### src/sv/kfi_pkg.sv
package kfi_pkg;

  localparam logic       OPC_WRITE       = 1'b0;
  localparam logic       OPC_TICK        = 1'b1;
  localparam logic [2:0] MODE_LINEAR     = 3'd1;
  localparam logic [2:0] MODE_COSINE     = 3'd2;
  localparam logic [2:0] MODE_RESET      = 3'd1;
  localparam logic [6:0] KEY_COUNT_RESET = 7'd2;
  localparam logic [16:0] T_ONE          = 17'd65536;
  localparam int unsigned DIV_STEPS      = 16;
  localparam int unsigned CNT_W          = $clog2(DIV_STEPS);
  localparam logic [63:0] PI_Q30         = 64'd3373259426;
  localparam logic [63:0] ONE_Q30        = 64'd1 << 30;

  typedef enum logic [4:0] {
    S_IDLE, S_TICK, S_ONE, S_ST0, S_ST1, S_ADD, S_DIR,
    S_FWD, S_FLD, S_FTO, S_BWD, S_BLD, S_BTO,
    S_T, S_DIV, S_W, S_M, S_S, S_B, S_BS, S_DONE
  } state_e;

  typedef enum logic [4:0] {
    OP_NONE, OP_WRITE, OP_LATCH, OP_LD_ONE, OP_LD_SEG0, OP_LD_START, OP_ADD,
    OP_SET_END, OP_FWD_ADV, OP_LD_SEG, OP_LD_SEG_END, OP_LD_TO, OP_BWD_DEC,
    OP_LD_BWD, OP_CLAMP, OP_T_DIRECT, OP_DIV_INIT, OP_DIV_STEP, OP_SEL_W,
    OP_MUL_A, OP_SUM_A, OP_RES_FROM, OP_MUL_B, OP_SUM_B, OP_FINISH
  } op_e;

  typedef enum logic [1:0] {RD_ZERO, RD_ONE, RD_KP1, RD_KPM1} rdsel_e;

  typedef enum logic [1:0] {KIND_WRITE, KIND_NONE, KIND_ONE, KIND_TICK} kind_e;

  typedef struct packed {
    op_e    op;
    rdsel_e rd;
    kind_e  kind;
  } cmd_t;

  typedef struct packed {
    logic n_zero;
    logic n_one;
    logic delta_neg;
    logic lt_neg;
    logic kp_zero;
    logic fwd_more;
    logic kp_last;
    logic started;
    logic t_direct;
    logic interp;
    logic blend_on;
  } stat_t;

  // sin^2 entry for the lower half of the table, Q2.30 taylor series
  function automatic logic [16:0] cos_half(input int unsigned i, input int unsigned bits);
    logic [63:0] a;
    logic [63:0] a2;
    logic [63:0] term;
    logic [63:0] s;
    logic [63:0] f;
    a    = (PI_Q30 * 64'(i)) >> (bits + 1);
    a2   = (a * a) >> 30;
    term = ONE_Q30 - a2 / 64'd72;
    term = ONE_Q30 - ((a2 * term) >> 30) / 64'd42;
    term = ONE_Q30 - ((a2 * term) >> 30) / 64'd20;
    term = ONE_Q30 - ((a2 * term) >> 30) / 64'd6;
    s    = (a * term) >> 30;
    f    = (s * s) >> 30;
    return 17'((f + 64'd8192) >> 14);
  endfunction

  function automatic logic [16:0] cos_entry(input int unsigned i, input int unsigned bits);
    int unsigned n;
    n = 1 << bits;
    if (2 * i <= n) begin
      return cos_half(i, bits);
    end
    return T_ONE - cos_half(n - i, bits);
  endfunction

endpackage

### src/sv/kfi_ctrl.sv
module kfi_ctrl (
  input  logic            clk_i,
  input  logic            rst_ni,
  input  logic            in_valid_i,
  input  logic            in_op_i,
  input  logic            out_free_i,
  input  kfi_pkg::stat_t  stat_i,
  output kfi_pkg::cmd_t   cmd_o,
  output logic            in_stall_o,
  output logic            res_load_o
);

  kfi_pkg::state_e state_q, state_d;
  kfi_pkg::kind_e  kind_q, kind_d;
  logic [kfi_pkg::CNT_W-1:0] cnt_q, cnt_d;

  always_ff @(posedge clk_i or negedge rst_ni) begin
    if (!rst_ni) begin
      state_q <= kfi_pkg::S_IDLE;
      kind_q  <= kfi_pkg::KIND_WRITE;
      cnt_q   <= '0;
    end else begin
      state_q <= state_d;
      kind_q  <= kind_d;
      cnt_q   <= cnt_d;
    end
  end

  always_comb begin
    state_d    = state_q;
    kind_d     = kind_q;
    cnt_d      = cnt_q;
    cmd_o.op   = kfi_pkg::OP_NONE;
    cmd_o.rd   = kfi_pkg::RD_ZERO;
    cmd_o.kind = kind_q;
    in_stall_o = 1'b1;
    res_load_o = 1'b0;
    unique case (state_q)
      kfi_pkg::S_IDLE: begin
        in_stall_o = 1'b0;
        if (in_valid_i) begin
          if (in_op_i == kfi_pkg::OPC_WRITE) begin
            cmd_o.op = kfi_pkg::OP_WRITE;
            kind_d   = kfi_pkg::KIND_WRITE;
            state_d  = kfi_pkg::S_DONE;
          end else begin
            cmd_o.op = kfi_pkg::OP_LATCH;
            state_d  = kfi_pkg::S_TICK;
          end
        end
      end
      kfi_pkg::S_TICK: begin
        if (stat_i.n_zero) begin
          kind_d  = kfi_pkg::KIND_NONE;
          state_d = kfi_pkg::S_DONE;
        end else if (stat_i.n_one) begin
          kind_d   = kfi_pkg::KIND_ONE;
          cmd_o.rd = kfi_pkg::RD_ZERO;
          state_d  = kfi_pkg::S_ONE;
        end else if (!stat_i.started) begin
          kind_d   = kfi_pkg::KIND_TICK;
          cmd_o.rd = kfi_pkg::RD_ZERO;
          state_d  = kfi_pkg::S_ST0;
        end else begin
          kind_d  = kfi_pkg::KIND_TICK;
          state_d = kfi_pkg::S_ADD;
        end
      end
      kfi_pkg::S_ONE: begin
        cmd_o.op = kfi_pkg::OP_LD_ONE;
        state_d  = kfi_pkg::S_DONE;
      end
      kfi_pkg::S_ST0: begin
        cmd_o.op = kfi_pkg::OP_LD_SEG0;
        cmd_o.rd = kfi_pkg::RD_ONE;
        state_d  = kfi_pkg::S_ST1;
      end
      kfi_pkg::S_ST1: begin
        cmd_o.op = kfi_pkg::OP_LD_START;
        state_d  = kfi_pkg::S_ADD;
      end
      kfi_pkg::S_ADD: begin
        cmd_o.op = kfi_pkg::OP_ADD;
        state_d  = kfi_pkg::S_DIR;
      end
      kfi_pkg::S_DIR: begin
        if (!stat_i.delta_neg) begin
          state_d = kfi_pkg::S_FWD;
        end else if (stat_i.lt_neg && !stat_i.kp_zero) begin
          state_d = kfi_pkg::S_BWD;
        end else begin
          state_d = kfi_pkg::S_T;
        end
      end
      kfi_pkg::S_FWD: begin
        if (!stat_i.fwd_more) begin
          state_d = kfi_pkg::S_T;
        end else if (stat_i.kp_last) begin
          cmd_o.op = kfi_pkg::OP_SET_END;
          state_d  = kfi_pkg::S_T;
        end else begin
          cmd_o.op = kfi_pkg::OP_FWD_ADV;
          cmd_o.rd = kfi_pkg::RD_KP1;
          state_d  = kfi_pkg::S_FLD;
        end
      end
      kfi_pkg::S_FLD: begin
        if (stat_i.kp_last) begin
          cmd_o.op = kfi_pkg::OP_LD_SEG_END;
          state_d  = kfi_pkg::S_FWD;
        end else begin
          cmd_o.op = kfi_pkg::OP_LD_SEG;
          cmd_o.rd = kfi_pkg::RD_KP1;
          state_d  = kfi_pkg::S_FTO;
        end
      end
      kfi_pkg::S_FTO: begin
        cmd_o.op = kfi_pkg::OP_LD_TO;
        state_d  = kfi_pkg::S_FWD;
      end
      kfi_pkg::S_BWD: begin
        if (stat_i.lt_neg && !stat_i.kp_zero) begin
          cmd_o.op = kfi_pkg::OP_BWD_DEC;
          cmd_o.rd = kfi_pkg::RD_KPM1;
          state_d  = kfi_pkg::S_BLD;
        end else begin
          cmd_o.op = kfi_pkg::OP_CLAMP;
          state_d  = kfi_pkg::S_T;
        end
      end
      kfi_pkg::S_BLD: begin
        cmd_o.op = kfi_pkg::OP_LD_BWD;
        cmd_o.rd = kfi_pkg::RD_KP1;
        state_d  = kfi_pkg::S_BTO;
      end
      kfi_pkg::S_BTO: begin
        cmd_o.op = kfi_pkg::OP_LD_TO;
        state_d  = kfi_pkg::S_BWD;
      end
      kfi_pkg::S_T: begin
        if (stat_i.t_direct) begin
          cmd_o.op = kfi_pkg::OP_T_DIRECT;
          state_d  = kfi_pkg::S_W;
        end else begin
          cmd_o.op = kfi_pkg::OP_DIV_INIT;
          cnt_d    = '0;
          state_d  = kfi_pkg::S_DIV;
        end
      end
      kfi_pkg::S_DIV: begin
        cmd_o.op = kfi_pkg::OP_DIV_STEP;
        cnt_d    = cnt_q + 1'b1;
        if (cnt_q == kfi_pkg::CNT_W'(kfi_pkg::DIV_STEPS - 1)) begin
          state_d = kfi_pkg::S_W;
        end
      end
      kfi_pkg::S_W: begin
        if (stat_i.interp) begin
          cmd_o.op = kfi_pkg::OP_SEL_W;
          state_d  = kfi_pkg::S_M;
        end else begin
          cmd_o.op = kfi_pkg::OP_RES_FROM;
          state_d  = kfi_pkg::S_B;
        end
      end
      kfi_pkg::S_M: begin
        cmd_o.op = kfi_pkg::OP_MUL_A;
        state_d  = kfi_pkg::S_S;
      end
      kfi_pkg::S_S: begin
        cmd_o.op = kfi_pkg::OP_SUM_A;
        state_d  = kfi_pkg::S_B;
      end
      kfi_pkg::S_B: begin
        if (stat_i.blend_on) begin
          cmd_o.op = kfi_pkg::OP_MUL_B;
          state_d  = kfi_pkg::S_BS;
        end else begin
          state_d = kfi_pkg::S_DONE;
        end
      end
      kfi_pkg::S_BS: begin
        cmd_o.op = kfi_pkg::OP_SUM_B;
        state_d  = kfi_pkg::S_DONE;
      end
      kfi_pkg::S_DONE: begin
        if (out_free_i) begin
          cmd_o.op   = kfi_pkg::OP_FINISH;
          res_load_o = 1'b1;
          state_d    = kfi_pkg::S_IDLE;
        end
      end
      default: begin
        state_d = kfi_pkg::S_IDLE;
      end
    endcase
  end

endmodule

### config.mk
export PLATFORM = sky130hd
export DESIGN_NAME = kfi_ctrl
export DESIGN_NICKNAME = d
export VERILOG_FILES = /design/src/sv/kfi_pkg.sv /design/src/sv/kfi_ctrl.sv
export SDC_FILE = /design/constraint.sdc
export NUM_CORES = 1
export LEC_CHECK = 0
export ABC_AREA = 0
export BUFFER_PORTS_ARGS = -buffer_cell sky130_fd_sc_hd__buf_2
export CORE_MARGIN = 8
export CORE_UTILIZATION = 40
export DETAILED_ROUTE_END_ITERATION = 8
export PLACE_DENSITY = 0.62
export SLEW_MARGIN = 20
export SYNTH_ARGS = -nofsm -noshare
export SYNTH_HDL_FRONTEND = slang
export SYNTH_SLANG_ARGS = --single-unit
export TNS_END_PERCENT = 10
### constraint.sdc
create_clock -name clk_i -period 4.4 [get_ports clk_i]
set_clock_uncertainty 0.15 [all_clocks]
set_input_delay 0.22 -clock clk_i [delete_from_list [all_inputs] [get_ports clk_i]]
set_output_delay 0.22 -clock clk_i [all_outputs]
set_load 0.01 [all_outputs]
==> summary.txt <==
Die
  • Initial Utilization: 41.0%
  • Die Y-Extent: 71.2 µm
  • Chip width: 71.2 µm
  • Top Ports: 27
  • Site row count: 20
  • Die area: 5070 µm²
  • Core area: 2980 µm²

Detailed routing
  • # DRC: 0
  • Drt total wl: 3990 µm
  • Wire length per cell: 17.7 µm
  • Starting DRT DRC Count: 111
  • Via count: 1422
  • Post-route ant nets: 0
  • TritonRoute pass-1 iters: 5
  • Vias per cell: 6.32

Worst setup path
  • Crit path max fanout: 20
  • Crit path launch type: flip-flop
  • Critical Path AT: 2.39 ns
  • R2R setup slack: 2.23 ns
  • Worst Setup Path Type: reg -> out
  • RR Startpoint: state_q[3]
  • Reg2Reg Capture Point: state_q[4]
  • CP endpoint kind: primary output
  • CP required: 4.03 ns
  • Cells on worst reg2reg path: 4

Final layout
  • Synthesis-to-finish area growth: 11.3%
  • Share of layout cells above drive strength 1: 19.8%
  • Antenna cells: 0
  • Filler cell count: 310
  • Final Non-Filler Cells: 225
  • Number of nets in the layout: 210
  • Fin area: 1360 µm²

Global route
  • First-pass GRT wire length: 6860 µm
  • GR Overflow Total: 0
  • Vias in the first global route: 1441
  • Tot GR Track Use: 16.6%
  • Initial antenna violation count: 0
  • Pin count of the biggest net entering global routing: 24

Worst hold path
  • Hold Path Stages: 2
  • Hold path endpoint: kind_q[1]
  • Hold Path Origin: stat_i[10]
  • Worst Hold Class: in -> reg

Timing
  • Final period utilization: 62.7%
  • Max frequency: 362 MHz
  • RSZ-0062 raised after global routing: false
  • Worst hold margin: 0.0746 ns
  • Final setup viols: 0
  • Max-slew violations: 0
  • Max transition margin: 51.4%
  • Actual slew at the worst max-slew pin: 0.728 ns
  • Fin Setup TNS: 0 ns
  • Crit path time final: 2.76 ns
  • Fin. Hold Viols: 0

Placement
  • Port bufs: 26
  • Routability Congestion: 0.924
  • Placed cells: 220
  • Dpl cell area: 1320 µm²
  • Post-DP HPWL: 3030 µm

Yosys
  • Xor and xnor area share after synthesis: 2.15%
  • Syn Area/Cell: 7.09 µm²
  • Yosys reg bits: 11
  • Multiplexer area fraction after synthesis: 0.821%
  • Top_reg_cell synth: dfrtp_1
  • Syn Nets: 189
  • Synth unique cells: 50
  • Post-synthesis instance total: 172
  • Post-synth EDFFs: 0
  • Share of the yosys chip area belonging to registers: 22.6%
  • Synth Area in Compound Gates: 36.0%
  • Post-Synth Adder-Cell Area: 1.03%
  • Mapped Area: 1220 µm²
  • Ys Warns: 0
  • Share of synthesized registers carrying an async set or reset: 100%
  • Dominant combinational cell family by area after synthesis: compound AO/OA/AOI/OAI gates
  • Simple-gate share of the synthesized area: 29.5%

Clock tree
  • CTS Buffer Depth: 2
  • CTS tree: yes
  • CTS Sinks: 11
  • Clock slew at reported path FFs: 0.08 ns
  • Postcts setup bufs: 0
  • Num CTS Buffers: 3
  • CTS root buf: clkbuf_4
  • H-tree levels: 1
  • Clk_lat worst skew: 0.28 ns

Flow run
  • Max Cap Viol: 0

Pwr
  • VDD IR max: 0.000270 V
  • Leakage: 0.595 nW
  • Total power: 0.846 mW
  • Pwr Density: 623 nW/µm²

Status
  • Status: finished clean
==> Yosys cell counts (all sizes together) (2+ instances only) <==
library cell,number,share of area (%)
nand3,5,2.1
nor3b,2,2.1
a311oi,2,1.4
nor4,2,1.0
xnor2,2,1.4
dfrtp,11,23
inv,7,2.2
nand2,19,5.8
o22ai,6,3.1
o21ai,12,4.9
nor2b,4,2.1
o211ai,3,1.8
a211oi,3,2.3
nand4,2,1.0
nand2b,3,1.5
and3,2,1.0
a31oi,5,2.6
buf,10,5.4
o31a,2,1.4
nor2,19,6.3
nor3,5,2.1
o22a,2,1.4
or2,3,1.5
a21oi,18,7.4
a21o,4,2.5
==> critical path, cell delays in order, from the launching register on <==
cell	delay, ns
dfrtp_1	0.78
nor3b_2	0.38
nand4_1	0.21
o21ai_1	0.30
a31oi_1	0.11
o211ai_1	0.16
buf_2	0.16
==> cell usage in the layout, fill, tap and decap left out, drive strengths merged, types with 3 or more instances in the layout <==
cell	instances
a211oi	3
nor2b	4
o22ai	6
nor2	19
buf	26
nor3	5
nand2	19
dfrtp	11
clkbuf	4
o21ai	12
a21oi	18
or2	3
o211ai	3
inv	7
nand3	5
a21o	4
nand2b	3
a31oi	5
==> worst max path at each step <==
| stage | start | endpoint | slack [ns] | depth (start not counted) |
|---|---|---|---|---|
| after detailed placement | state_q[2] | cmd_o[4] | 2.02 | 6 |
| after CTS | state_q[2] | cmd_o[4] | 1.71 | 6 |
| after global placement | state_q[2] | cmd_o[4] | 2.06 | 6 |
| final | state_q[2] | cmd_o[4] | 1.64 | 6 |
| after floorplan | state_q[4] | cmd_o[5] | 2.60 | 7 |
| after global routing | state_q[2] | cmd_o[4] | 1.52 | 6 |
==> cell families (layout without fill, tap and decap cells) <==
family                   count (synthesis)  in the layout
AND/OR/NAND/NOR                         71             71
XOR/XNOR                                 3              3
AO/OA/AOI/OAI                           67             67
adder cells (fa/ha/maj)                  1              1
multiplexers                             1              1
buffers and inverters                   18             38
flip-flops                              11             11
==> cell type report <==
class / count / area (µm²) / share of cell area (%)
multi-input cells: 143 / 848 / 62.5
flip-flops and latches: 11 / 275 / 20.3
repair buffers: 27 / 140 / 10.3
well taps: 33 / 41.3 / 3.04
clock buffers: 4 / 26.3 / 1.94
inverters: 7 / 26.3 / 1.94
==> per-stage QoR <==
step / setup slack, ns / util, %
3_3_place_gp: 2.06 / 44.4
3_5_place_dp: 2.02 / 44.4
4_1_cts: 1.71 / 45.6
6_report: 1.64 / 45.6
2_1_floorplan: 2.60 / -
5_1_grt: 1.52 / 45.6
==> sequential cells by signal, summed over array words and instances, names as in the netlist <==
name     flops
cnt_q        4
state_q      5
kind_q       2
==> power breakdown <==
| part | total (mW) | leakage (nW) | switching (mW) | internal [mW] |
|---|---|---|---|---|
| combinational | 0.534 | 0.436 | 0.304 | 0.230 |
| clock | 0.0740 | 0.0150 | 0.0388 | 0.0352 |
| sequential | 0.238 | 0.145 | 0.110 | 0.128 |
| total | 0.846 | 0.595 | 0.453 | 0.393 |
==> what timing repair did <==
action	in CTS	in global routing
resized for setup	0	0
hold buffers	1	0
endpoints found under the hold margin	11	0
==> metal layers <==
| metal | GRT usage, % | wire [µm] | up-vias | part of all wire (%) |
|---|---|---|---|---|
| met4 | 5.54 | 75 | 0 | 1.9 |
| met3 | 5.02 | 338 | 10 | 8.5 |
| met1 | 19.6 | 1590 | 653 | 40 |
| li1 | - | - | 684 | - |
| met2 | 27.7 | 1990 | 75 | 50 |
| met5 | 0 | 0 | - | 0 |
Note: power is estimated with default switching activity, not from simulation.
